[config.mk]
export PLATFORM = sky130hd
export DESIGN_NAME = bvde_cfg
export DESIGN_NICKNAME = d
export VERILOG_FILES = /design/src/hdl/bvde_pkg.sv /design/src/hdl/bvde_cfg.sv
export SDC_FILE = /design/constraint.sdc
export NUM_CORES = 1
export LEC_CHECK = 0
export ABC_CLOCK_PERIOD_IN_PS = 2900
export BUFFER_PORTS_ARGS = -buffer_cell sky130_fd_sc_hd__buf_2
export CAP_MARGIN = 10
export CORE_UTILIZATION = 39
export CTS_BUF_LIST = sky130_fd_sc_hd__clkbuf_4
export DETAILED_ROUTE_END_ITERATION = 8
export HOLD_SLACK_MARGIN = 0.1
export PLACE_DENSITY = 0.93
export SETUP_SLACK_MARGIN = 0.05
export SLEW_MARGIN = 10
export SYNTH_ARGS = -nofsm -noshare
export SYNTH_HDL_FRONTEND = slang
export SYNTH_SLANG_ARGS = --single-unit
[constraint.sdc]
create_clock -name clk -period 2.9 [get_ports clk]
set_clock_uncertainty 0.2 [all_clocks]
set_input_delay 0.145 -clock clk [delete_from_list [all_inputs] [get_ports clk]]
set_output_delay 0.145 -clock clk [all_outputs]
set_load 0.02 [all_outputs]
[src/hdl/bvde_pkg.sv]
// shared types, constants and register map of the batch vector distance engine
package bvde_pkg;

    // default sizes handed to the top level parameters
    localparam int MAX_LENGTH_DEF    = 4096;
    localparam int ELEMENT_WIDTH_DEF = 16;

    // fixed widths of result and configuration fields
    localparam int ACC_W      = 48;
    localparam int CFG_LEN_W  = 13;
    localparam int APB_ADDR_W = 3;
    localparam int APB_DATA_W = 32;

    // register index, taken from address bit 2 (registers sit on 4-byte words)
    localparam logic REG_VECTOR_LENGTH = 1'b0;
    localparam logic REG_MEASURE_MODE  = 1'b1;

    // measure codes
    localparam logic MODE_SQ_L2 = 1'b0;
    localparam logic MODE_DOT   = 1'b1;

    // input opcodes carried on tuser
    localparam logic OP_QUERY_LOAD = 1'b0;
    localparam logic OP_TARGET     = 1'b1;

    // configuration register contents
    typedef struct packed {
        logic [CFG_LEN_W-1:0] vector_length;
        logic                 measure_mode;
    } cfg_t;

    // per-item control that rides along the arithmetic pipeline
    typedef struct packed {
        logic valid;
        logic clear;
        logic last;
        logic mode;
    } issue_t;

endpackage

[src/hdl/bvde_cfg.sv]
// apb configuration registers: vector length and measure mode
module bvde_cfg
    import bvde_pkg::*;
(
    input  logic                  clk,
    input  logic                  rst_n,
    input  logic                  psel,
    input  logic                  penable,
    input  logic                  pwrite,
    input  logic [APB_ADDR_W-1:0] paddr,
    input  logic [APB_DATA_W-1:0] pwdata,
    output logic [APB_DATA_W-1:0] prdata,
    output logic                  pready,
    output cfg_t                  cfg
);

    cfg_t cfg_reg;
    cfg_t cfg_next;
    logic wr_en;

    assign pready = 1'b1;
    assign wr_en  = psel && penable && pwrite;
    assign cfg    = cfg_reg;

    // register write decode on the word index
    always_comb
    begin
        cfg_next = cfg_reg;
        if (wr_en)
        begin
            unique case (paddr[2])
                REG_VECTOR_LENGTH: cfg_next.vector_length = pwdata[CFG_LEN_W-1:0];
                REG_MEASURE_MODE:  cfg_next.measure_mode  = pwdata[0];
                default:           cfg_next = cfg_reg;
            endcase
        end
    end

    always_ff @(posedge clk or negedge rst_n)
    begin
        if (!rst_n)
        begin
            cfg_reg.vector_length <= CFG_LEN_W'(1);
            cfg_reg.measure_mode  <= MODE_SQ_L2;
        end
        else
        begin
            cfg_reg <= cfg_next;
        end
    end

    // read mux
    always_comb
    begin
        unique case (paddr[2])
            REG_VECTOR_LENGTH: prdata = APB_DATA_W'(cfg_reg.vector_length);
            REG_MEASURE_MODE:  prdata = APB_DATA_W'(cfg_reg.measure_mode);
            default:           prdata = '0;
        endcase
    end

endmodule

==> impl_metrics.tcl <==
set metrics [dict create \
    clk_pin_slew_ns 0.09 \
    globalRouteMet2Util_pct 30.5 \
    cts_buffer_depth 2 \
    endpoint_kind "asynchronous set/reset pin" \
    final_util_pct 60.9 \
    drcViolationCount 0 \
    floorplan.initialDensity_pct 42.3 \
    routed_wl_um 1830 \
    numPortBuffers 45 \
    largest_register_ffs 14 \
    rsz0062_at_grt "false" \
    crit_arrival_ns 2.28 \
    coreArea_um2 1980 \
    drt_iter0_drc 3 \
    routedWlPerCell_um 11.7 \
    hold_path_end "cfg[9]$_DFFE_PN0P_" \
    ys_seq_area_share_pct 41.9 \
    outcome "finished clean" \
    met3_usage_pct 3.46 \
    grt_pass1_vias 663 \
    crit_family "buffers and inverters" \
    hold_viol 0 \
    cts.sinks 14 \
    tritoncts "done" \
    path_cells "dlygate4sd3_1, dlygate4sd3_1, buf_2, dlygate4sd3_1" \
    nets 171 \
    syn_area_per_cell_um2 12.5 \
    vias 643 \
    hold_start "pwrite" \
    crit_path_max_incr_delay_ns 0.79 \
    reg2reg_from "cfg[0]$_DFFE_PN0P_" \
    hold_path_depth 3 \
    worstPathRequired_ns 3.14 \
    num_io_pins 87 \
    met1_usage_pct 17.9 \
    worstReg2RegEnd "cfg[0]$_DFFE_PN0P_" \
    htree_num_levels 1 \
    diodes 0 \
    clk_latency_ns 0.27 \
    grt_pass1_wl_um 2960 \
    ys_warn_count 0 \
    vias_per_cell 4.10 \
    period_share_pct 70.1 \
    rows 16 \
    p_leak_nw 0.677 \
    yosysUniqueCellTypes 12 \
    drv_slew 0 \
    die_w_um 48.4 \
    grt_max_degree 16 \
    critPathSlowestCell "dlygate4sd3_1" \
    ant_nets 0 \
    grt.total_usage_pct 16.5 \
    drive_gt1_share_pct 50.0 \
    crit_type "in2async" \
    ff2ff_path_depth 1 \
    fmax_ghz 0.492 \
    syn_area_um2 838 \
    cp_max_fo 8 \
    busiest_layer "met2" \
    gp_congestion 0.707 \
    fin_tns_setup_ns 0 \
    setup_viol 0 \
    crit_path_frequent_cell "dlygate4sd3_1" \
    nFillCells 163 \
    crit_buf_inv 4 \
    area.growth.synth_to_final_pct 43.9 \
    dp_hpwl_um 1230 \
    die_h_um 48.4 \
    ys_ff_latch 14 \
    cts_buffers 3 \
    synth_cells 67 \
    max_cap_viol_count 0 \
    post-cts-setup-buffers 0 \
    ff2ff_setup_slack_ns 1.92 \
    period_minus_slack_ns 2.03 \
    clock-root-buffer "clkbuf_4" \
    cts_hold_buf 18 \
    hold_path_class "in2reg" \
    dr.pass1.iters 4 \
    grt_overflow_total 0 \
    peakVddDrop_mv 0.402 \
    pwr_density_cell_nw_per_um2 573 \
    crit_path_start_kind "input port" \
    cts_repair_resize_count 0 \
    antenna_found_initial 0 \
    dieArea_um2 2340 \
]
-- how the worst max path moves through the flow --
stage                              startpoint             endpoint  depth (start not counted)
after global routing                    rst_n   cfg[9]$_DFFE_PN0P_                          4
after CTS                               rst_n   cfg[8]$_DFFE_PN0P_                          4
after detailed placement             paddr[2]   cfg[6]$_DFFE_PN0P_                          3
after floorplan           cfg[12]$_DFFE_PN0P_           prdata[11]                          1
after global placement               paddr[2]  cfg[10]$_DFFE_PN0P_                          3
final                                   rst_n   cfg[9]$_DFFE_PN0P_                          4
-- routing by layer --
metal	up-vias	routed length (um)	share of wire [%]
met1	301	687	38
li1	303	-	-
met2	35	1030	56
met3	4	94	5.1
met5	-	0	0
met4	0	23	1.3
-- cell type report --
class	instances	area (um2)	area share, %
flip-flops and latches	14	352	29.1
repair buffers	63	405	33.6
clock inverters	1	3.75	0.311
multi-input cells	49	389	32.3
clock buffers	3	22.5	1.87
well taps	27	33.8	2.80
-- cell families (layout without fill, tap and decap cells) --
kind of cell           after synthesis  in the layout  share of synthesized area [%]
buffers and inverters               22             67                           19.7
muxes                               15             15                           24.6
DFF                                 14             14                           41.9
and+or+nand+nor                     14             14                           12.8
other                                2             20                          0.896
-- stage by stage --
stage / instances / cell area (um2) / power, mW / setup slack (ns) / hold slack, ns
floorplan: 85 / 906 / 0.487 / 1.74 / -0.351
global placement: 135 / 1000 / 0.553 / 1.44 / -0.147
detailed placement: 135 / 1000 / 0.564 / 1.42 / -0.138
CTS: 157 / 1210 / 0.695 / 0.915 / 0.261
global route: 157 / 1210 / 0.730 / 0.764 / 0.273
finish: 157 / 1210 / 0.691 / 0.868 / 0.255
-- power breakdown --
group | internal (mW) | total (mW) | switching (mW)
Combinational | 0.137 | 0.307 | 0.171
Sequential | 0.241 | 0.270 | 0.0295
Clock | 0.0498 | 0.114 | 0.0637
Total | 0.427 | 0.691 | 0.264
-- cell usage after synthesis, drive strengths merged --
| library cell | count | share of area (%) |
|---|---|---|
| nor2b | 10 | 7.5 |
| and2b | 2 | 1.8 |
| dfrtp | 13 | 39 |
| nand4b | 1 | 2.8 |
| mux2 | 15 | 25 |
| dfstp | 1 | 3.1 |
| nand4 | 1 | 0.75 |
| conb | 2 | 0.90 |
| clkbuf | 1 | 0.45 |
| buf | 21 | 19 |
-- placed cells by master, fill, tap and decap left out, drive strengths merged --
cell type / netlist / routed
dfrtp: 13 / 13
clkinv: 0 / 1
conb: 2 / 20
nand4: 1 / 1
clkbuf: 1 / 3
dfstp: 1 / 1
nor2b: 10 / 10
nand4b: 1 / 1
buf: 21 / 45
mux2: 15 / 15
and2b: 2 / 2
dlygate4sd3: 0 / 18
Power figures use the tool's default switching activity.
