### config.mk
export PLATFORM = sky130hd
export DESIGN_NAME = bvde_mac
export DESIGN_NICKNAME = d
export VERILOG_FILES = /design/src/hdl/bvde_pkg.sv /design/src/hdl/bvde_mac.sv
export SDC_FILE = /design/constraint.sdc
export NUM_CORES = 1
export LEC_CHECK = 0
export ABC_CLOCK_PERIOD_IN_PS = 6900
export BUFFER_PORTS_ARGS = -buffer_cell sky130_fd_sc_hd__buf_4
export CAP_MARGIN = 20
export CORE_MARGIN = 1
export CORE_UTILIZATION = 57
export CTS_BUF_LIST = sky130_fd_sc_hd__clkbuf_4 sky130_fd_sc_hd__clkbuf_8 sky130_fd_sc_hd__clkbuf_16
export DETAILED_ROUTE_END_ITERATION = 12
export PLACE_DENSITY = 0.85
export REMOVE_ABC_BUFFERS = 1
export SLEW_MARGIN = 40
export SYNTH_ARGS = -nofsm -noshare
export SYNTH_HDL_FRONTEND = slang
export SYNTH_SLANG_ARGS = --single-unit
### constraint.sdc
create_clock -name clk -period 6.9 [get_ports clk]
set_input_delay 1.38 -clock clk [delete_from_list [all_inputs] [get_ports clk]]
set_output_delay 1.38 -clock clk [all_outputs]
set_load 0.02 [all_outputs]
### src/hdl/bvde_pkg.sv
// shared types, constants and register map of the batch vector distance engine
package bvde_pkg;

    // default sizes handed to the top level parameters
    localparam int MAX_LENGTH_DEF    = 4096;
    localparam int ELEMENT_WIDTH_DEF = 16;

    // fixed widths of result and configuration fields
    localparam int ACC_W      = 48;
    localparam int CFG_LEN_W  = 13;
    localparam int APB_ADDR_W = 3;
    localparam int APB_DATA_W = 32;

    // register index, taken from address bit 2 (registers sit on 4-byte words)
    localparam logic REG_VECTOR_LENGTH = 1'b0;
    localparam logic REG_MEASURE_MODE  = 1'b1;

    // measure codes
    localparam logic MODE_SQ_L2 = 1'b0;
    localparam logic MODE_DOT   = 1'b1;

    // input opcodes carried on tuser
    localparam logic OP_QUERY_LOAD = 1'b0;
    localparam logic OP_TARGET     = 1'b1;

    // configuration register contents
    typedef struct packed {
        logic [CFG_LEN_W-1:0] vector_length;
        logic                 measure_mode;
    } cfg_t;

    // per-item control that rides along the arithmetic pipeline
    typedef struct packed {
        logic valid;
        logic clear;
        logic last;
        logic mode;
    } issue_t;

endpackage

### src/hdl/bvde_mac.sv
// multiply-accumulate pipeline: operand select, product, 48-bit sum and result register
module bvde_mac
    import bvde_pkg::*;
#(
    parameter int ELEMENT_WIDTH = ELEMENT_WIDTH_DEF
) (
    input  logic                            clk,
    input  logic                            rst_n,
    input  issue_t                          issue,
    input  logic signed [ELEMENT_WIDTH-1:0] target_elem,
    input  logic        [ELEMENT_WIDTH-1:0] query_elem,
    output logic                            advance,
    output logic                            out_valid,
    input  logic                            out_ready,
    output logic        [ACC_W-1:0]         out_data
);

    localparam int OP_W   = ELEMENT_WIDTH + 1;
    localparam int PROD_W = 2 * OP_W;

    // stage 1: ram data lines up with these
    issue_t                          p1_reg;
    logic signed [ELEMENT_WIDTH-1:0] p1_t_reg;
    // stage 2: multiplier operands
    issue_t                          p2_reg;
    logic signed [OP_W-1:0]          p2_a_reg;
    logic signed [OP_W-1:0]          p2_b_reg;
    // stage 3: product
    issue_t                          p3_reg;
    logic signed [PROD_W-1:0]        p3_prod_reg;
    // accumulator and result register
    logic signed [ACC_W-1:0]         acc_reg;
    logic signed [ACC_W-1:0]         acc_next;
    logic                            out_valid_reg;
    logic                            out_valid_next;
    logic        [ACC_W-1:0]         out_data_reg;

    logic signed [ELEMENT_WIDTH-1:0] q;
    logic signed [OP_W-1:0]          diff;
    logic signed [OP_W-1:0]          op_a;
    logic signed [OP_W-1:0]          op_b;
    logic signed [ACC_W-1:0]         term;
    logic signed [ACC_W-1:0]         sum;
    logic                            emit;

    // pipeline holds only when a finished sum cannot enter a full result register
    assign emit    = p3_reg.valid && !p3_reg.clear && p3_reg.last;
    assign advance = !(emit && out_valid_reg && !out_ready);

    // operand select: difference squared or plain product
    assign q    = query_elem;
    assign diff = OP_W'(q) - OP_W'(p1_t_reg);
    always_comb
    begin
        unique case (p1_reg.mode)
            MODE_DOT:
            begin
                op_a = OP_W'(q);
                op_b = OP_W'(p1_t_reg);
            end
            default:
            begin
                op_a = diff;
                op_b = diff;
            end
        endcase
    end

    // control of the pipeline stages
    always_ff @(posedge clk or negedge rst_n)
    begin
        if (!rst_n)
        begin
            p1_reg <= '0;
            p2_reg <= '0;
            p3_reg <= '0;
        end
        else if (advance)
        begin
            p1_reg <= issue;
            p2_reg <= p1_reg;
            p3_reg <= p2_reg;
        end
    end

    // payload of the pipeline stages
    always_ff @(posedge clk)
    begin
        if (advance)
        begin
            p1_t_reg    <= target_elem;
            p2_a_reg    <= op_a;
            p2_b_reg    <= op_b;
            p3_prod_reg <= p2_a_reg * p2_b_reg;
        end
    end

    // accumulate, wrapping at 48 bits
    assign term = ACC_W'(p3_prod_reg);
    assign sum  = acc_reg + term;

    always_comb
    begin
        acc_next       = acc_reg;
        out_valid_next = out_valid_reg && !out_ready;
        if (advance && p3_reg.valid)
        begin
            priority if (p3_reg.clear)
            begin
                acc_next = '0;
            end
            else if (p3_reg.last)
            begin
                acc_next       = '0;
                out_valid_next = 1'b1;
            end
            else
            begin
                acc_next = sum;
            end
        end
    end

    always_ff @(posedge clk or negedge rst_n)
    begin
        if (!rst_n)
        begin
            acc_reg       <= '0;
            out_valid_reg <= 1'b0;
        end
        else
        begin
            acc_reg       <= acc_next;
            out_valid_reg <= out_valid_next;
        end
    end

    // result data
    always_ff @(posedge clk)
    begin
        if (advance && emit)
        begin
            out_data_reg <= sum;
        end
    end

    assign out_valid = out_valid_reg;
    assign out_data  = out_data_reg;

    // a finished sum blocked by a full result register keeps its product
    assert property (@(posedge clk) disable iff (!rst_n)
        (emit && out_valid_reg && !out_ready) |=> $stable(p3_prod_reg) && p3_reg.valid)
        else $error("blocked result product was not held");

    // a new result appears only after a last target left the product stage
    assert property (@(posedge clk) disable iff (!rst_n)
        $rose(out_valid_reg) |-> $past(emit && advance))
        else $error("result raised without a completed target");

    // a query load marker zeroes the running sum
    assert property (@(posedge clk) disable iff (!rst_n)
        (advance && p3_reg.valid && p3_reg.clear) |=> (acc_reg == '0))
        else $error("accumulator not cleared by query load");

endmodule

==> impl_metrics.prom <==
# TYPE chip_impl_metric gauge
chip_impl_metric{name="layout-drive-gt1-share",unit="%"} 10.9
chip_impl_metric{name="netlist_area",unit="um^2"} 20600
chip_impl_info{name="crit-reg2reg-launch",value="p2_a_reg[5]"} 1
chip_impl_metric{name="final-max-slew-violation-count",unit=""} 0
chip_impl_metric{name="syn_avg_cell_area",unit="um^2"} 10.4
chip_impl_info{name="cell_type_with_the_largest_total_area_after_synthesis",value="fa_1"} 1
chip_impl_metric{name="postRouteWirelength",unit="mm"} 45.6
chip_impl_metric{name="critical_path.n_buffers_inverters",unit=""} 3
chip_impl_metric{name="clock-sinks",unit=""} 191
chip_impl_metric{name="cts-hold-fix-buffers",unit=""} 0
chip_impl_metric{name="cap_violations",unit=""} 0
chip_impl_info{name="critical-path-top-delay-family",value="adder cells"} 1
chip_impl_metric{name="syn_to_final_growth",unit="%"} 10.2
chip_impl_metric{name="track_usage",unit="%"} 26.1
chip_impl_metric{name="grt_max_degree",unit=""} 64
chip_impl_info{name="critPathLaunchType",value="flop"} 1
chip_impl_metric{name="number_of_synthesized_register_bits",unit=""} 191
chip_impl_metric{name="final_antenna_net_count",unit=""} 0
chip_impl_metric{name="drc",unit=""} 0
chip_impl_info{name="synthTopCellsByArea",value="fa_1 (29%), edfxtp_1 (19%), ha_1 (9.0%), dfrtp_1 (7.2%), inv_1 (6.0%)"} 1
chip_impl_metric{name="hold_viol_final",unit=""} 0
chip_impl_metric{name="crit_fanout",unit=""} 7
chip_impl_metric{name="rrSetupSlack",unit="ns"} 0.16
chip_impl_metric{name="htree_levels",unit=""} 4
chip_impl_metric{name="final_core_utilization",unit="%"} 63.9
chip_impl_metric{name="floorplan.die_area",unit="um^2"} 37000
chip_impl_metric{name="globalplace.congestion",unit=""} 0.948
chip_impl_metric{name="wire_length_of_the_first_global_routing_pass",unit="mm"} 75.2
chip_impl_metric{name="start_util",unit="%"} 58.0
chip_impl_metric{name="antenna_cells",unit=""} 0
chip_impl_metric{name="placeableCoreArea",unit="um^2"} 35600
chip_impl_info{name="cts_tree",value="done"} 1
chip_impl_metric{name="ys_async_sr_fraction",unit="%"} 30.9
chip_impl_metric{name="max_slew.worst_pin.slew",unit="ns"} 0.848
chip_impl_metric{name="timing.critical_path.required",unit="ns"} 7.10
chip_impl_info{name="unrepaired_setup_endpoints_after_global_routing",value="yes"} 1
chip_impl_metric{name="synth_top_area_share",unit="%"} 28.9
chip_impl_metric{name="cp.arrival",unit="ns"} 6.94
chip_impl_metric{name="drt_pre_antenna_iters",unit=""} 5
chip_impl_metric{name="post-dp-hpwl",unit="mm"} 35.7
chip_impl_metric{name="antenna_found_initial",unit=""} 0
chip_impl_info{name="worst_setup_path_end_kind",value="flop"} 1
chip_impl_metric{name="vias_per_cell",unit=""} 5.69
chip_impl_metric{name="synth_seq_area_share",unit="%"} 26.4
chip_impl_metric{name="ios",unit=""} 89
chip_impl_info{name="timing.setup.critical_path_class",value="flop to flop"} 1
chip_impl_info{name="clock-root-buffer",value="clkbuf_16"} 1
chip_impl_metric{name="ys_types",unit=""} 71
chip_impl_metric{name="fin_nets",unit=""} 2580
chip_impl_metric{name="synth-edff-count",unit=""} 132
chip_impl_metric{name="worst_slew_margin_rel",unit="%"} 43.4
chip_impl_metric{name="count_of_endpoints_failing_setup_in_the_final_report",unit=""} 0
chip_impl_metric{name="dieHeight",unit="um"} 192
chip_impl_metric{name="synth_warnings",unit=""} 0
chip_impl_metric{name="number_of_drc_markers_in_iteration_0",unit=""} 1151
chip_impl_info{name="run_status",value="complete, no violations"} 1
chip_impl_metric{name="fp-row-count",unit=""} 69
chip_impl_metric{name="number_of_instances_in_the_synthesized_netlist",unit=""} 1992
chip_impl_metric{name="fmax",unit="GHz"} 0.148
chip_impl_metric{name="numCtsBuffers",unit=""} 17
chip_impl_info{name="hold_class",value="flop to flop"} 1
chip_impl_metric{name="finalCriticalPeriod",unit="ns"} 6.74
chip_impl_info{name="min-delay-start",value="p2_reg[3]"} 1
chip_impl_info{name="path_cells",value="buf_4 > and2_1 > fa_1 > inv_1 > fa_1 > fa_1 > fa_1 > inv_1 > fa_1 > fa_1 > ha_1 > a21o_1 > a21o_1 > a21o_1 > a311o_1 > and2_1 > nor4_2 > o31ai_2 > a221o_1 > a21oi_2 > xnor2_1"} 1
chip_impl_metric{name="route.vias.total",unit=""} 14616
chip_impl_metric{name="worst_skew_pair.late_latency",unit="ns"} 0.47
chip_impl_metric{name="port_buffers",unit=""} 88
chip_impl_info{name="crit_slowest_cell",value="fa_1"} 1
chip_impl_info{name="synth-main-ff-cell",value="edfxtp_1"} 1
chip_impl_metric{name="grt_overflow",unit=""} 0
chip_impl_metric{name="detail_route.wl_per_cell",unit="um"} 17.8
chip_impl_metric{name="fp.dieW",unit="um"} 192
chip_impl_metric{name="grt_pass1_vias",unit=""} 15231
chip_impl_metric{name="clock_tree.buffer_depth",unit=""} 2
chip_impl_info{name="timing.critical_path.mode_cell",value="fa_1"} 1
chip_impl_metric{name="clkTransAtPathRegs",unit="ns"} 0.08
chip_impl_info{name="crit_path_start",value="p2_a_reg[5]"} 1
chip_impl_metric{name="skew",unit="ns"} 0.0208
chip_impl_metric{name="slowest_delay",unit="ns"} 0.56
chip_impl_metric{name="post-route-period-util",unit="%"} 97.8
==> worst register-to-register path, delay by kind of cell, from the launching register on <==
kind                       cells  cell delay (ns)
buffers and inverters          3             0.29
AOI/OAI and AO/OA              7             1.59
xor gates and xnor gates       1             0.08
DFF                            1             0.51
and+or+nand+nor                3             0.77
adders and majority gates      7             3.23
==> cells in the final DEF (no fill, tap or decap), drive strengths merged, types with 6 or more instances in the layout <==
master and count:
inv 337, fa 298, nand2 194, buf 153, and2 149, ha 148, edfxtp 132, a21oi 92
nor2 70, xnor2 68, dfrtp 59, a21o 57, a22o 46, o21ai 46, clkbuf 21, xor2 19
nor2b 17, nor3 17, nand3 16, o21a 14, nand2b 13, mux2 12, nand4 11, and3 9
o21bai 8, o31ai 8, or3 7, a211oi 7, or2 6, a31oi 6, a21boi 6
==> cell usage after synthesis, types with 8 or more instances <==
cell      count
o21ai_0      43
xnor2_1      68
and3_1        9
o21a_1       14
nor2_1       70
inv_1       331
nor3_1       16
dfrtp_1      59
nand2_1     194
nand2b_1     13
nand4_1      11
o31ai_1       8
a21oi_1      88
ha_1        148
and2_1      148
o21bai_1      8
clkbuf_1     62
mux2_2       11
edfxtp_1    132
nor2b_1      17
xor2_1       19
a22o_1       46
fa_1        298
a21o_1       57
nand3_1      16
==> timing repair <==
item                       in CTS  in global routing
resized for setup               1                  3
gates cloned                    0                  0
buffers inserted                0                 24
setup endpoints to repair       1                  4
==> kinds of logic (layout without fill, tap and decap cells) <==
logic type / after synthesis / in the layout / synth area share (%)
xor gates and xnor gates: 87 / 87 / 3.69
DFF: 191 / 191 / 26.4
AOI/OAI and AO/OA: 331 / 331 / 11.3
buffers and inverters: 400 / 516 / 7.31
muxes: 13 / 13 / 0.704
adders and majority gates: 446 / 446 / 37.9
and+or+nand+nor: 524 / 524 / 12.7
==> cell type report <==
cell class | count | area (um^2)
flip-flops and latches | 191 | 5440
multi-input cells | 1401 | 13700
clock buffers | 21 | 479
well taps | 461 | 577
inverters | 331 | 1240
fillers | 2667 | 12800
clock inverters | 11 | 119
repair buffers | 153 | 1160
==> layer usage <==
metal | vias to the layer above | share of wire, % | global-route usage (%)
met5 | - | 0 | 0
met4 | 0 | 2.6 | 8.42
met3 | 105 | 6.5 | 4.77
met2 | 585 | 49 | 43.7
met1 | 7227 | 42 | 34.3
li1 | 6699 | - | -
==> path summary, 6_finish.rpt <==
path,end,cells after the start
max in group asynchronous,acc_reg[31],1
worst max-delay path,p3_prod_reg[33],21
worst max register to register,p3_prod_reg[33],21
worst min register to register,p3_reg[3],1
worst min-delay path,p3_reg[3],1
min in group asynchronous,acc_reg[1],1
==> per-stage QoR <==
stage               TNS [ns]  hold WS [ns]  setup WS, ns  instance area [um^2]  cells
floorplan                  0         0.433         0.559                 20400   1923
global placement           0         0.444         0.240                 21900   2513
detailed placement         0         0.460        0.0368                 21900   2513
CTS                        0         0.477         0.119                 22500   2545
global route         -0.0626         0.489       -0.0626                 22700   2569
finish                     0         0.470         0.155                 22700   2569
Power is left out: the tool's default activity adds up to more than one toggle a clock period on the data nets, which glitch-free logic cannot reach.
